===== config.mk =====
export PLATFORM = sky130hd
export DESIGN_NAME = serial_bank_switch_mapper_core
export DESIGN_NICKNAME = d
export VERILOG_FILES = /design/src/sv/sbsm_pkg.sv /design/src/sv/sbsm_serial.sv /design/src/sv/sbsm_translate.sv /design/src/sv/serial_bank_switch_mapper_core.sv
export SDC_FILE = /design/constraint.sdc
export NUM_CORES = 1
export LEC_CHECK = 0
export BUFFER_PORTS_ARGS = -buffer_cell sky130_fd_sc_hd__buf_2
export CAP_MARGIN = 10
export CORE_MARGIN = 5
export CORE_UTILIZATION = 62
export CTS_CLUSTER_DIAMETER = 40
export CTS_CLUSTER_SIZE = 40
export DETAILED_ROUTE_END_ITERATION = 8
export PLACE_DENSITY_LB_ADDON = 0.15
export SYNTH_ARGS = -nofsm -noshare
export SYNTH_HDL_FRONTEND = slang
export SYNTH_HIERARCHICAL = 1
export SYNTH_SLANG_ARGS = --single-unit

===== constraint.sdc =====
create_clock -name clk_i -period 3.8 [get_ports clk_i]
set_input_delay 0.19 -clock clk_i [delete_from_list [all_inputs] [get_ports clk_i]]
set_output_delay 0.19 -clock clk_i [all_outputs]
set_load 0.01 [all_outputs]

===== src/sv/sbsm_pkg.sv =====
// shared types and constants for the serial bank switch mapper
// no dependencies
package sbsm_pkg;

  localparam int PRG_OFFSET_BITS = 18;
  localparam int CHR_OFFSET_BITS = 17;
  localparam int OFFSET_W        = 18;

  localparam logic [1:0] CMD_CPU_RD = 2'd0;
  localparam logic [1:0] CMD_CPU_WR = 2'd1;
  localparam logic [1:0] CMD_PPU_RD = 2'd2;
  localparam logic [1:0] CMD_PPU_WR = 2'd3;

  localparam logic [1:0] TGT_NONE    = 2'd0;
  localparam logic [1:0] TGT_PRG_ROM = 2'd1;
  localparam logic [1:0] TGT_PRG_RAM = 2'd2;
  localparam logic [1:0] TGT_CHR     = 2'd3;

  localparam logic [1:0] CFG_PRG_LOG2    = 2'd0;
  localparam logic [1:0] CFG_CHR_LOG2    = 2'd1;
  localparam logic [1:0] CFG_CHR_PRESENT = 2'd2;

  localparam logic [1:0] SEL_CTRL   = 2'd0;
  localparam logic [1:0] SEL_CHR_LO = 2'd1;
  localparam logic [1:0] SEL_CHR_HI = 2'd2;
  localparam logic [1:0] SEL_PRG    = 2'd3;

  localparam logic [4:0] SHIFT_EMPTY = 5'h10;
  localparam logic [4:0] CTRL_RESET  = 5'h0C;

  typedef struct packed {
    logic [2:0] prg_log2;
    logic [2:0] chr_log2;
    logic       chr_present;
  } sbsm_cfg_t;

  typedef struct packed {
    logic [4:0] ctrl;
    logic [4:0] chr_lo;
    logic [4:0] chr_hi;
    logic [3:0] prg_sel;
  } sbsm_banks_t;

endpackage


===== src/sv/sbsm_serial.sv =====
// serial load shift register and the four bank/control registers
// depends on sbsm_pkg
module sbsm_serial (
  input  logic                clk_i,
  input  logic                rst_ni,
  input  logic                wr_i,
  input  logic [15:0]         addr_i,
  input  logic [7:0]          data_i,
  output sbsm_pkg::sbsm_banks_t banks_o,
  output logic [1:0]          mirror_next_o
);
  import sbsm_pkg::*;

  logic [4:0]  shift_q, shift_d;
  sbsm_banks_t banks_q, banks_d;
  logic [4:0]  shifted;

  always_comb begin
    shift_d = shift_q;
    banks_d = banks_q;
    shifted = {data_i[0], shift_q[4:1]};
    if (wr_i) begin
      if (data_i[7]) begin
        shift_d = SHIFT_EMPTY;
        banks_d.ctrl = banks_q.ctrl | CTRL_RESET;
      end else if (shift_q[0]) begin
        shift_d = SHIFT_EMPTY;
        case (addr_i[14:13])
          SEL_CTRL:   banks_d.ctrl = shifted;
          SEL_CHR_LO: banks_d.chr_lo = shifted;
          SEL_CHR_HI: banks_d.chr_hi = shifted;
          default:    banks_d.prg_sel = shifted[3:0];
        endcase
      end else begin
        shift_d = shifted;
      end
    end
  end

  always_ff @(posedge clk_i or negedge rst_ni) begin
    if (!rst_ni) begin
      shift_q <= SHIFT_EMPTY;
      banks_q <= '{ctrl: CTRL_RESET, chr_lo: '0, chr_hi: '0, prg_sel: '0};
    end else begin
      shift_q <= shift_d;
      banks_q <= banks_d;
    end
  end

  assign banks_o       = banks_q;
  assign mirror_next_o = banks_d.ctrl[1:0];

`ifndef SYNTHESIS
  a_reset_write: assert property (@(posedge clk_i) disable iff (!rst_ni)
    wr_i && data_i[7] |=> shift_q == SHIFT_EMPTY && banks_q.ctrl[3:2] == 2'b11)
    else $error("reset write did not clear shift register");
  a_shift_marker: assert property (@(posedge clk_i) disable iff (!rst_ni)
    shift_q != 5'h00)
    else $error("shift register lost its marker bit");
  a_idle_hold: assert property (@(posedge clk_i) disable iff (!rst_ni)
    !wr_i |=> $stable(banks_q) && $stable(shift_q))
    else $error("bank state changed without a write");
`endif

endmodule


===== src/sv/sbsm_translate.sv =====
// address translation for cpu and ppu accesses
// depends on sbsm_pkg
module sbsm_translate (
  input  logic [1:0]            cmd_i,
  input  logic [15:0]           addr_i,
  input  logic [7:0]            data_i,
  input  sbsm_pkg::sbsm_cfg_t   cfg_i,
  input  sbsm_pkg::sbsm_banks_t banks_i,
  output logic [1:0]            target_o,
  output logic [sbsm_pkg::OFFSET_W-1:0] offset_o,
  output logic                  we_o,
  output logic [7:0]            wdata_o
);
  import sbsm_pkg::*;

  localparam int PB = PRG_OFFSET_BITS;
  localparam int CB = CHR_OFFSET_BITS;
  localparam logic [2:0] PRG_LOG2_MAX = 3'(PB - 14);
  localparam logic [2:0] CHR_LOG2_MAX = 3'(CB - 12);

  logic [2:0]    prg_lg, chr_lg;
  logic [4:0]    prg_sh, chr_sh;
  logic [PB-1:0] prg_mask, prg_last, prg_bank16, prg_base, prg_off;
  logic [CB-1:0] chr_mask, chr_base, chr_lo_off, chr_off;

  always_comb begin
    prg_lg     = (cfg_i.prg_log2 > PRG_LOG2_MAX) ? PRG_LOG2_MAX : cfg_i.prg_log2;
    prg_sh     = {2'b00, prg_lg} + 5'd14;
    prg_mask   = ~({PB{1'b1}} << prg_sh);
    prg_last   = prg_mask - PB'(14'h3FFF);
    prg_bank16 = PB'({banks_i.prg_sel, 14'h0000});
    case (banks_i.ctrl[3:2])
      2'd0, 2'd1: begin
        prg_base = prg_bank16 & ~PB'(16'h4000) & prg_mask;
      end
      2'd2: begin
        prg_base = addr_i[14] ? prg_bank16 : '0;
      end
      default: begin
        prg_base = addr_i[14] ? prg_last : prg_bank16;
      end
    endcase
    if (banks_i.ctrl[3])
      prg_off = (prg_base + PB'(addr_i[13:0])) & prg_mask;
    else
      prg_off = (prg_base + PB'(addr_i[14:0])) & prg_mask;
  end

  always_comb begin
    chr_lg     = (cfg_i.chr_log2 > CHR_LOG2_MAX) ? CHR_LOG2_MAX : cfg_i.chr_log2;
    chr_sh     = {2'b00, chr_lg} + 5'd12;
    chr_mask   = ~({CB{1'b1}} << chr_sh);
    chr_lo_off = CB'(addr_i[11:0]);
    if (!banks_i.ctrl[4])
      chr_base = CB'({banks_i.chr_lo & 5'h1E, 12'h000}) + CB'(addr_i[12:0]);
    else if (addr_i[15:12] == 4'h0)
      chr_base = CB'({banks_i.chr_lo, 12'h000}) + chr_lo_off;
    else
      chr_base = CB'({banks_i.chr_hi, 12'h000}) + chr_lo_off;
    chr_off = cfg_i.chr_present ? (chr_base & chr_mask) : '0;
  end

  always_comb begin
    target_o = TGT_NONE;
    offset_o = '0;
    we_o     = 1'b0;
    wdata_o  = '0;
    if (cmd_i == CMD_CPU_RD || cmd_i == CMD_CPU_WR) begin
      if (addr_i[15:13] == 3'b011) begin
        target_o = TGT_PRG_RAM;
        offset_o = OFFSET_W'(addr_i[12:0]);
        if (cmd_i == CMD_CPU_WR) begin
          we_o    = 1'b1;
          wdata_o = data_i;
        end
      end else if (addr_i[15] && cmd_i == CMD_CPU_RD) begin
        target_o = TGT_PRG_ROM;
        offset_o = OFFSET_W'(prg_off);
      end
    end else begin
      target_o = TGT_CHR;
      offset_o = OFFSET_W'(chr_off);
      if (cmd_i == CMD_PPU_WR) begin
        we_o    = 1'b1;
        wdata_o = data_i;
      end
    end
  end

endmodule


===== src/sv/serial_bank_switch_mapper_core.sv =====
// serial bank switch mapper top level: input register, translation, result register
// one word per cycle sustained while the result register is not stalled
// the input register and the bank state feed the result register combinationally
// reset clears valid flags, bank state and size registers to their defaults
// depends on sbsm_pkg, sbsm_serial, sbsm_translate
module serial_bank_switch_mapper_core (
  input  logic        clk_i,
  input  logic        rst_ni,
  input  logic        cfg_we_i,
  input  logic [1:0]  cfg_idx_i,
  input  logic [2:0]  cfg_data_i,
  input  logic        in_valid_i,
  output logic        in_ready_o,
  input  logic [1:0]  command_i,
  input  logic [15:0] address_i,
  input  logic [7:0]  value_i,
  output logic        out_valid_o,
  input  logic        out_ready_i,
  output logic [1:0]  target_o,
  output logic [sbsm_pkg::OFFSET_W-1:0] offset_o,
  output logic        write_enable_o,
  output logic [7:0]  write_data_o,
  output logic [1:0]  mirroring_o
);
  import sbsm_pkg::*;

  sbsm_cfg_t   cfg_q;
  sbsm_banks_t banks;
  logic        s1_valid_q, out_valid_q;
  logic [1:0]  cmd_q;
  logic [15:0] addr_q;
  logic [7:0]  val_q;
  logic        s1_go, serial_wr;
  logic [1:0]  tgt_d, mirror_d;
  logic [OFFSET_W-1:0] off_d;
  logic        we_d;
  logic [7:0]  wdata_d;
  logic [1:0]  target_q, mirror_q;
  logic [OFFSET_W-1:0] offset_q;
  logic        we_q;
  logic [7:0]  wdata_q;

  assign s1_go      = s1_valid_q && (!out_valid_q || out_ready_i);
  assign in_ready_o = !s1_valid_q || s1_go;
  assign serial_wr  = s1_go && cmd_q == CMD_CPU_WR && addr_q[15];

  always_ff @(posedge clk_i or negedge rst_ni) begin
    if (!rst_ni) begin
      cfg_q <= '{prg_log2: 3'd1, chr_log2: 3'd1, chr_present: 1'b1};
    end else if (cfg_we_i) begin
      case (cfg_idx_i)
        CFG_PRG_LOG2:    cfg_q.prg_log2 <= cfg_data_i;
        CFG_CHR_LOG2:    cfg_q.chr_log2 <= cfg_data_i;
        CFG_CHR_PRESENT: cfg_q.chr_present <= cfg_data_i[0];
        default: ;
      endcase
    end
  end

  always_ff @(posedge clk_i or negedge rst_ni) begin
    if (!rst_ni) begin
      s1_valid_q  <= 1'b0;
      out_valid_q <= 1'b0;
    end else begin
      if (in_ready_o) s1_valid_q <= in_valid_i;
      if (s1_go) out_valid_q <= 1'b1;
      else if (out_ready_i) out_valid_q <= 1'b0;
    end
  end

  always_ff @(posedge clk_i) begin
    if (in_valid_i && in_ready_o) begin
      cmd_q  <= command_i;
      addr_q <= address_i;
      val_q  <= value_i;
    end
    if (s1_go) begin
      target_q <= tgt_d;
      offset_q <= off_d;
      we_q     <= we_d;
      wdata_q  <= wdata_d;
      mirror_q <= mirror_d;
    end
  end

  sbsm_serial u_serial (
    .clk_i         (clk_i),
    .rst_ni        (rst_ni),
    .wr_i          (serial_wr),
    .addr_i        (addr_q),
    .data_i        (val_q),
    .banks_o       (banks),
    .mirror_next_o (mirror_d)
  );

  sbsm_translate u_translate (
    .cmd_i    (cmd_q),
    .addr_i   (addr_q),
    .data_i   (val_q),
    .cfg_i    (cfg_q),
    .banks_i  (banks),
    .target_o (tgt_d),
    .offset_o (off_d),
    .we_o     (we_d),
    .wdata_o  (wdata_d)
  );

  assign out_valid_o    = out_valid_q;
  assign target_o       = target_q;
  assign offset_o       = offset_q;
  assign write_enable_o = we_q;
  assign write_data_o   = wdata_q;
  assign mirroring_o    = mirror_q;

`ifndef SYNTHESIS
  a_we_target: assert property (@(posedge clk_i) disable iff (!rst_ni)
    out_valid_o && write_enable_o |-> target_o == TGT_PRG_RAM || target_o == TGT_CHR)
    else $error("write word aimed at no memory");
  a_ram_range: assert property (@(posedge clk_i) disable iff (!rst_ni)
    out_valid_o && target_o == TGT_PRG_RAM |-> offset_o[OFFSET_W-1:13] == '0)
    else $error("prg ram offset out of range");
  a_stall_full: assert property (@(posedge clk_i) disable iff (!rst_ni)
    !in_ready_o |-> s1_valid_q && out_valid_q && !out_ready_i)
    else $error("input stalled with room in the pipeline");
`endif

endmodule


**Word-level counts from Yosys, hierarchy flattened**

Index checks and enable logic that the tools add are counted.

- Flip-flop bits (word level): 90
- Input bits: 36
- Output and inout port bits: 33
- Word-level logic and storage cells: 117

- $add $sub $neg: 8
- $lt $le $gt $ge: 2
- Eq/ne operators: 9
- Shifts and indexed selects: 2
- Multiplexer cells: 34
- Bitwise logic cells: 10
- Reduce and logical (&&, ||, !) cells: 30

Operators with widths:

| cell | number |
|---|---|
| two-way mux 17 bit | 6 |
| two-way mux 18 bit | 4 |
| AND 18 bit | 3 |
| one-hot mux 18 bit (2 select lines) | 1 |
| adder 17 x 12 -> 17 bit | 2 |
| two-way mux 8 bit | 4 |
| two-way mux 5 bit | 4 |
| adder 18 x 14 -> 18 bit | 1 |
| adder 18 x 15 -> 18 bit | 1 |
| NOT 18 bit | 1 |
| left shift 18 x 5 -> 18 bit, first input constant | 1 |
| subtractor 18 x 14 -> 18 bit, second input constant | 1 |
| adder 17 x 13 -> 17 bit | 1 |
| AND 17 bit | 1 |
| NOT 17 bit | 1 |
| left shift 17 x 5 -> 17 bit, first input constant | 1 |
| two-way mux 16 bit | 1 |
| AND reduction 4 bit | 4 |
| two-way mux 14 bit | 1 |
| two-way mux 4 bit | 3 |
| adder 3 x 4 -> 5 bit, second input constant | 2 |
| == test 2 x 1 -> 1 bit, second input constant | 4 |
| == test 2 bit, second input constant | 4 |
| logical NOT 2 bit | 4 |
| other kinds (14) | 39 |

**Logic depth before layout (Yosys ltp)**

Gate-level depths: netlist of run 1.

- Word-level depth: 14
- Gate-level depth with buffers: 12
- Depth with buffers taken out: 12

**Cells and area by module**

Netlist of run 1, hierarchy kept.

Modules (own cells, without submodules):

| module | instances | cells each | area each (um2) |
|---|---|---|---|
| serial_bank_switch_mapper_core | 1 | 84 | 2099.5 |
| sbsm_translate | 1 | 226 | 1555.2 |
| sbsm_serial | 1 | 72 | 1037.2 |

**Worst setup path after synthesis of run 1**

OpenSTA, ideal clock, no wires.

- Path kind: register -> register
- Start point: reg u_serial.banks_q (netlist bit u_serial/banks_o[16])
- End point: reg offset_q[15], in the netlist offset_o[15], data pin
- Library setup time: 0.264 ns
- Arrival: 2.014 ns
- Required time: 3.536 ns
- Setup slack: 1.522 ns
- Stages on the path, launching flop included: 11
- Period minus slack after synthesis: 2.278 ns
- Path through: dfstp_2 > clkbuf_8 > nand3b_1 > o211ai_1 > o21ai_0 > and2_1 > ha_1 > and3_2 > nor4_1 > a311oi_1 > nand3_1

- Longest elaborated chain between the ends: 9
- Elaborated cells between the ends (all ways): 13
- Those cells by class: add/sub (2); eq/ne (2); mux (5); bitwise (2); reduce/logical (2)

Ends and longest elaborated chain:

| element | line | source |
|---|---|---|
| start: declaration | sbsm_serial.sv:15 | `sbsm_banks_t banks_q, banks_d;` |
| start signal: assignment | sbsm_serial.sv:43 | `banks_q <= '{ctrl: CTRL_RESET, chr_lo: '0, chr_hi: '0, prg_sel: '0};` |
| start signal: assignment | sbsm_serial.sv:46 | `banks_q <= banks_d;` |
| == test 2 x 1 -> 1 bit or logical NOT 2 bit (tied branches) | sbsm_translate.sv:32 | `case (banks_i.ctrl[3:2])` |
| OR reduction 2 bit | sbsm_translate.sv:32 |  |
| one-hot mux 18 bit (2 select lines) (*) | sbsm_translate.sv:32 |  |
| adder 18 x 15 -> 18 bit or adder 18 x 14 -> 18 bit (tied branches) | sbsm_translate.sv:46, sbsm_translate.sv:44 |  |
| AND 18 bit, on equally long branches | sbsm_translate.sv:46, sbsm_translate.sv:44 |  |
| two-way mux 18 bit (*) | sbsm_translate.sv:43 | `if (banks_i.ctrl[3])` |
| two-way mux 17 bit (*) | sbsm_translate.sv:76 | `end else if (addr_i[15] && cmd_i == CMD_CPU_RD) begin` |
| two-way mux 17 bit (*) | sbsm_translate.sv:69 | `if (addr_i[15:13] == 3'b011) begin` |
| two-way mux 17 bit (*) | sbsm_translate.sv:68 | `if (cmd_i == CMD_CPU_RD \|\| cmd_i == CMD_CPU_WR) begin` |
| net off_d[15] | serial_bank_switch_mapper_core.sv:35 | `logic [OFFSET_W-1:0] off_d;` |
| end signal: assignment | serial_bank_switch_mapper_core.sv:79 | `offset_q <= off_d;` |
| end: declaration | serial_bank_switch_mapper_core.sv:39 | `logic [OFFSET_W-1:0] offset_q;` |

The timed path passes the listed nets; every way through them passes the cells marked *.
A chain may end at the register's enable or synchronous reset.

**Worst setup path after layout of run 1**

- Start point: reg cfg_q[5] (netlist name)
- End point: reg offset_q[15], in the netlist offset_o[15], data pin

- Longest elaborated chain between the ends: 14
- Elaborated cells between the ends (all ways): 17
- Those cells by class: add/sub (4); order compare (1); shift (1); mux (7); bitwise (4)

Ends and longest elaborated chain:

| element | line | source |
|---|---|---|
| start: declaration | serial_bank_switch_mapper_core.sv:27 | `sbsm_cfg_t cfg_q;` |
| start signal: assignment | serial_bank_switch_mapper_core.sv:49 | `cfg_q <= '{prg_log2: 3'd1, chr_log2: 3'd1, chr_present: 1'b1};` |
| greater-than comparator 3 bit | sbsm_translate.sv:27 | `prg_lg = (cfg_i.prg_log2 > PRG_LOG2_MAX) ? PRG_LOG2_MAX : cfg_i.prg_log2;` |
| two-way mux 3 bit (*) | sbsm_translate.sv:27 |  |
| adder 3 x 4 -> 5 bit (*) | sbsm_translate.sv:28 | `prg_sh = {2'b00, prg_lg} + 5'd14;` |
| left shift 18 x 5 -> 18 bit (*) | sbsm_translate.sv:29 | `prg_mask = ~({PB{1'b1}} << prg_sh);` |
| NOT 18 bit (*) | sbsm_translate.sv:29 |  |
| subtractor 18 x 14 -> 18 bit | sbsm_translate.sv:30 | `prg_last = prg_mask - PB'(14'h3FFF);` |
| two-way mux 18 bit | sbsm_translate.sv:40 | `prg_base = addr_i[14] ? prg_last : prg_bank16;` |
| one-hot mux 18 bit (2 select lines) | sbsm_translate.sv:32 |  |
| adder 18 x 15 -> 18 bit or adder 18 x 14 -> 18 bit (tied branches) | sbsm_translate.sv:46, sbsm_translate.sv:44 |  |
| AND 18 bit, on equally long branches | sbsm_translate.sv:46, sbsm_translate.sv:44 |  |
| two-way mux 18 bit (*) | sbsm_translate.sv:43 |  |
| two-way mux 17 bit (*) | sbsm_translate.sv:76 |  |
| two-way mux 17 bit (*) | sbsm_translate.sv:69 |  |
| two-way mux 17 bit (*) | sbsm_translate.sv:68 |  |
| net off_d[15] | serial_bank_switch_mapper_core.sv:35 |  |

Marks and branches as above.

==> results of run 1 <==
sequential cells by signal, indices dropped and copies added (netlist names):
signal / cells
u_serial/banks_o: 19
offset_o: 18
addr_q: 16
val_q: 8
write_data_o: 8
cfg_q: 7
u_serial/shift_q: 5
cmd_q: 2
mirroring_o: 2
target_o: 2
out_valid_o: 1
s1_valid_q: 1
write_enable_o: 1
worst reg2reg max path, cell delays in order (launching register included):
cell      delay (ns)
dfrtp_1         0.46
nor2_1          0.24
nand3b_1        0.12
o211ai_1        0.10
o21ai_0         0.10
and2_1          0.18
ha_1            0.37
and3_2          0.24
nor4_1          0.06
a311oi_1        0.31
nand3_1         0.11
stage by stage:
stage / utilization (%) / instances / instance area [µm²]
after global placement: 70.4 / 554 / 5130
final: 77.0 / 598 / 5620
after floorplan: - / 397 / 4750
after detailed placement: 70.4 / 554 / 5130
after CTS: 76.6 / 597 / 5590
after global routing: 77.0 / 598 / 5620
cell usage in the layout (no fill, tap or decap), types with 16 or more instances in the layout:
cell / n
edfxtp_1: 57
nor2_1: 22
nand2_1: 30
o21ai_0: 18
a21oi_1: 16
dlygate4sd3_1: 27
buf_2: 68
conb_1: 17
ha_1: 18
dfrtp_1: 27
per-layer routing:
| layer | vias up | part of all wire, % | track usage (%) | wire length [µm] |
|---|---|---|---|---|
| met5 | - | 0 | 0 | 0 |
| met4 | 0 | 1.7 | 6.26 | 174 |
| met3 | 14 | 6.4 | 5.83 | 672 |
| met2 | 109 | 51 | 37.5 | 5310 |
| met1 | 1686 | 41 | 29.3 | 4280 |
| li1 | 1656 | - | - | - |
worst min-delay path by stage:
stage                              from                    to  slack [ns]
final                     address_i[11]            addr_q[11]       0.009
after floorplan                  rst_ni              cfg_q[2]       -0.11
after global placement           rst_ni  u_serial/banks_o[15]        0.28
after CTS                 address_i[11]            addr_q[11]       0.006
after detailed placement         rst_ni   u_serial/banks_o[5]        0.29
after global routing      address_i[11]            addr_q[11]       0.002
logic make-up after synthesis:
kind of cell               count (synthesis)  synth area share [%]
other                                      2                 0.160
xor gates and xnor gates                   8                  1.49
muxes                                     30                  7.87
DFF                                       90                  54.2
buffers and inverters                     23                  2.91
and+or+nand+nor                          123                  15.2
AOI/OAI and AO/OA                         87                  12.9
adders and majority gates                 19                  5.23
power groups by stage:
stage | Clock, mW | Combinational (mW) | Sequential, mW
after floorplan | 0 | 0.232 | 1.25
after global placement | 0 | 0.324 | 1.26
after detailed placement | 0 | 0.336 | 1.26
after CTS | 0.642 | 0.359 | 1.24
after global routing | 0.690 | 0.416 | 1.26
final | 0.635 | 0.379 | 1.24
timing repair:
item,4_1_cts,5_1_grt
gates resized for setup,0,0
endpoints found under the hold margin,53,0
hold buffers,27,0
setup endpoints to repair,0,0
layout make-up:
cell class	instances	area, µm²	area share [%]
clock buffers	10	128	2.27
clock inverters	6	57.6	1.02
inverters	11	41.3	0.735
multi-input cells	284	2070	36.8
flip-flops and latches	90	2540	45.3
well taps	99	124	2.21
repair buffers	98	653	11.6
==> results.toml, run 1 <==
[timing]
finalMaxSlewViolations = 0
finalClockSkew_ns = 0.00989
slew-limit-headroom_pct = 46.6
setup_slack_ns = 1.27
finalCritPeriodShare_pct = 66.6
finalSetupTns_ns = 0
fin_hold_ws_ns = 0.00873
final-hold-violation-count = 0
max_freq_ghz = 0.395
max_slew.worst_pin.slew_ns = 0.795
rsz0062_at_grt = "no"
period_minus_slack_ns = 2.53
setup_violations = 0

[die]
die_h_um = 97.0
ios = 69
die_x_um = 97.0
std_cell_rows = 31
core_um2 = 7290
initial_core_util_pct = 64.3
die-area_um2 = 9410

[hold_path]
hold_path_depth = 1
hp-class = "input pin to flop"

[critical_path]
r2r_start = "cfg_q[5]"
cp-start-kind = "flop"
cp-endpoint = "offset_o[15]"
crit_chain = "nor2_1, nand3b_1, o211ai_1, o21ai_0, and2_1, ha_1, and3_2, nor4_1, a311oi_1, nand3_1"
crit_path_max_incr_delay_ns = 0.46
crit_family = "simple AND/OR/NAND/NOR gates"
path_buf_inv = 0
worstPathRequired_ns = 3.92
critPathLaunch = "cfg_q[5]"
worst-path-stages = 10
cp-end-kind = "flop"
crit_fanout = 8
r2r_cells = 10
rr_endpoint = "offset_o[15]"
slowest_stage = "dfrtp_1"
reg2reg_slack_ns = 1.27
path_class = "flop to flop"
arrival_ns = 2.65

[detailed_routing]
ant_nets = 0
drtIter0Drc = 220
route.detailed.drc = 0
drt-wirelength-per-cell_um = 17.5
avgViaCountPerCell = 5.79
first_pass_iters = 5
detail_route.wirelength_um = 10400
via_count = 3465

[synth]
synth-edff-count = 57
async_reset_ff_share_pct = 36.7
netlist.top_cell.by_area = "edfxtp_1"
synth_common_cells = "edfxtp_1 (57), nand2_1 (30), dfrtp_1 (27), nor2_1 (22)"
synth_seq_area_share_pct = 54.2
synth_top_area_share_pct = 36.5
ys_warn_count = 6
ys.flop_type = "edfxtp_1"
synth_area_leaders = "edfxtp_1 (36%), dfrtp_1 (14%), ha_1 (4.8%)"
syn_avg_cell_area_um2 = 12.3
netlist_area_um2 = 4690
post-synth-top-count-cell = "edfxtp_1"
synth_seq_cells = 90
synthCells = 382
yosysUniqueCellTypes = 74

[power_and_ir_drop]
power.density_nw_per_um2 = 402
combPwrFrac_pct = 16.8
leakage_nw = 2.40
switchingPower_mw = 0.672
swShare_pct = 29.8
finalPower_mw = 2.26
p_int_mw = 1.59
power_frac_clock_pct = 28.1
power_frac_seq_pct = 55.1
peakVddDrop_v = 0.000386

[placement]
port_buffers = 68
place.gp.congestion = 0.887
hpwl_um = 6810
place_ws_ns = 1.33

[global_routing]
grt_max_degree = 34
grt_pass1_vias = 3389
grt_usage_pct = 22.6
grt_pass1_wl_um = 17000
overflow = 0
antenna_found_initial = 0

[finish]
diodes = 0
nets = 549
drive_gt1_share_pct = 26.9
fillerInstances = 487
syn2layout_area_growth_pct = 19.7

[clock_tree]
cts_sinks = 90
cts_tree = "built"
clk-insertion-delay-late_ns = 0.37
cts_htree_levels = 3
numCtsBuffers = 9
clkTransAtPathRegs_ns = 0.09
postCtsSetupBuffers = 0
ctsRootBufferMaster = "clkbuf_8"
cts_buffer_depth = 2

[job]
maxCapViolCount = 0

[outcome]
status = "complete, no violations"
Note: power is estimated with default switching activity, not from simulation.
==> inputs of run 2 (changes only) <==
--- a/config.mk
+++ b/config.mk
@@ -5,10 +5,11 @@
 export SDC_FILE = /design/constraint.sdc
 export NUM_CORES = 1
 export LEC_CHECK = 0
+export ABC_AREA = 1
 export BUFFER_PORTS_ARGS = -buffer_cell sky130_fd_sc_hd__buf_2
 export CAP_MARGIN = 10
 export CORE_MARGIN = 5
-export CORE_UTILIZATION = 62
+export CORE_UTILIZATION = 58
 export CTS_CLUSTER_DIAMETER = 40
 export CTS_CLUSTER_SIZE = 40
 export DETAILED_ROUTE_END_ITERATION = 8
==> constraint.sdc (replaced) <==
create_clock -name clk_i -period 2.4 [get_ports clk_i]
set_input_delay 0.12 -clock clk_i [delete_from_list [all_inputs] [get_ports clk_i]]
set_output_delay 0.12 -clock clk_i [all_outputs]
set_load 0.01 [all_outputs]
==> results.toml, run 2 <==
[detailed_routing]
drt-wirelength-per-cell_um = 15.1
first_pass_iters = 7
avgViaCountPerCell = 5.34
detail_route.wirelength_um = 11600
ant_nets = 0
via_count = 4113
route.detailed.drc = 0
drtIter0Drc = 269

[critical_path]
cp-start-kind = "flop"
reg2reg_slack_ns = 0.36
path_class = "flop to flop"
worstPathRequired_ns = 2.53
cp-end-kind = "flop"
arrival_ns = 2.16
crit_fanout = 6

[placement]
place.gp.congestion = 0.927
hpwl_um = 8280
port_buffers = 68

[die]
ios = 69
die-area_um2 = 10200
initial_core_util_pct = 59.1
die_x_um = 101
core_um2 = 8130
std_cell_rows = 33
die_h_um = 101

[timing]
finalClockSkew_ns = 0.0137
finalSetupTns_ns = 0
max_slew.worst_pin.slew_ns = 0.731
setup_violations = 0
final-hold-violation-count = 0
period_minus_slack_ns = 2.04
finalMaxSlewViolations = 0
max_freq_ghz = 0.491
slew-limit-headroom_pct = 51.3
rsz0062_at_grt = "no"
finalCritPeriodShare_pct = 84.9

[synth]
synthAdderAreaFrac_pct = 5.10
synthSimpleGateAreaFrac_pct = 24.7
synth_seq_cells = 90
async_reset_ff_share_pct = 36.7
yosysUniqueCellTypes = 42
syn_avg_cell_area_um2 = 8.98
ys.flop_type = "edfxtp_1"
synth_common_cells = "nand2_1 (135), inv_1 (64), edfxtp_1 (57), nor2_1 (44), o21ai_0 (42)"
synth_top_area_share_pct = 35.6
synth_seq_area_share_pct = 52.9
synthCells = 536
synth_top_family_by_area = "simple AND/OR/NAND/NOR gates"
synth_area_leaders = "edfxtp_1 (36%), dfrtp_1 (14%), nand2_1 (11%)"
synth-edff-count = 57
netlist.top_cell.by_area = "edfxtp_1"
ys_warn_count = 6
synth-xor-area-share_pct = 0.364
post-synth-top-count-cell = "nand2_1"
netlist_area_um2 = 4810
synth_mux_area_share_pct = 0
synth_compound_area_share_pct = 10.4

[power_and_ir_drop]
peakVddDrop_v = 0.000490
power.density_nw_per_um2 = 721
leakage_nw = 2.84

[clock_tree]
clkTransAtPathRegs_ns = 0.09
cts_buffer_depth = 2
numCtsBuffers = 9
cts_htree_levels = 3
clk-insertion-delay-late_ns = 0.35
ctsRootBufferMaster = "clkbuf_8"
cts_tree = "built"
cts_sinks = 90

[hold_path]
hp-class = "input pin to flop"

[finish]
mostFrequentLayoutCells = "nand2_1 (135), buf_2 (68), inv_1 (64)"
diodes = 0
drive_gt1_share_pct = 19.2
largest_reg_flops = 19
nets = 715
final_util_pct = 72.1
layout_commonest_cell = "nand2_1"
syn2layout_area_growth_pct = 21.9
fillerInstances = 607

[global_routing]
antenna_found_initial = 0
grt_pass1_wl_um = 18900
grt_pass1_vias = 4009
overflow = 0
grt_max_degree = 34
grt_usage_pct = 23.9

[outcome]
status = "complete, no violations"

[job]
maxCapViolCount = 0
## run 2: cell types whose count changed in the layout (fill, tap and decap cells not counted), sizes merged, moves of 25 or more
cell / before / now
nand2: 30 / 144
inv: 16 / 75
nand3: 5 / 35
nor2: 22 / 52
o21ai: 21 / 47
mux2: 25 / 0
## run 2: cells by family (layout without fill, tap and decap cells)
kind of cell	count (synthesis)	count (layout)
DFF	90	90
AOI/OAI and AO/OA	91	91
adders and majority gates	19	19
buffers and inverters	77	191
xor gates and xnor gates	2	2
other	2	17
and+or+nand+nor	255	255
## run 2: per-layer routing
| metal | global-route usage [%] | vias up | wire (µm) |
|---|---|---|---|
| li1 | - | 2015 | - |
| met1 | 30.6 | 1894 | 4800 |
| met2 | 40.7 | 176 | 5650 |
| met3 | 4.36 | 28 | 883 |
| met4 | 8.28 | 0 | 296 |
| met5 | 0 | - | 0 |
## run 2: final timing paths
path,from,endpoint,depth (start not counted)
max,cfg_q[6],offset_o[17],13
min,cfg_idx_i[1],cfg_q[0],3
max reg2reg,cfg_q[6],offset_o[17],13
min reg2reg,cfg_q[1],cfg_q[1],2
max in group asynchronous,rst_ni,s1_valid_q,2
min in group asynchronous,rst_ni,u_serial/banks_o[13],2
## run 2: timing repair
action | 4_1_cts | 5_1_grt
gates resized for setup | 0 | 0
endpoints found under the hold margin | 56 | 0
setup buffers | 0 | 0
hold buffers | 29 | 0
## run 2: layout make-up
cell class | instances | area (µm²) | area share [%]
multi-input combinational | 384 | 2010 | 34.4
inverter | 73 | 277 | 4.72
timing repair buffer | 102 | 681 | 11.6
clock buffer | 10 | 128 | 2.18
tap | 105 | 131 | 2.24
clock inverter | 6 | 88.8 | 1.51
sequential | 90 | 2540 | 43.4
## run 2: stage by stage
step	std cells	power, mW	setup slack (ns)	instance area (µm²)	hold slack [ns]
detailed placement	725	3.05	0.384	5360	0.217
CTS	770	4.22	0.386	5860	0.00963
floorplan	551	2.74	0.430	4870	-0.176
global route	770	4.45	0.191	5860	0.0354
finish	770	4.23	0.363	5860	0.0244
global placement	725	3.01	0.446	5360	0.211
## run 2: critical path, stage by stage, from the launching register on
cell,delay (ns)
dfrtp_1,0.46
nor2_2,0.20
inv_2,0.07
nor2_4,0.10
o21ai_0,0.09
ha_1,0.20
a21oi_1,0.11
o21ai_0,0.09
a21oi_1,0.16
nand2_1,0.12
nand2_1,0.08
nand2_1,0.05
nand2_1,0.06
nor2_2,0.03
## run 2: report_power, final
part | switching [mW] | total [mW] | internal [mW]
combinational | 0.625 | 0.984 | 0.359
clock | 0.535 | 1.13 | 0.592
sequential | 0.187 | 2.12 | 1.93
total | 1.35 | 4.23 | 2.88
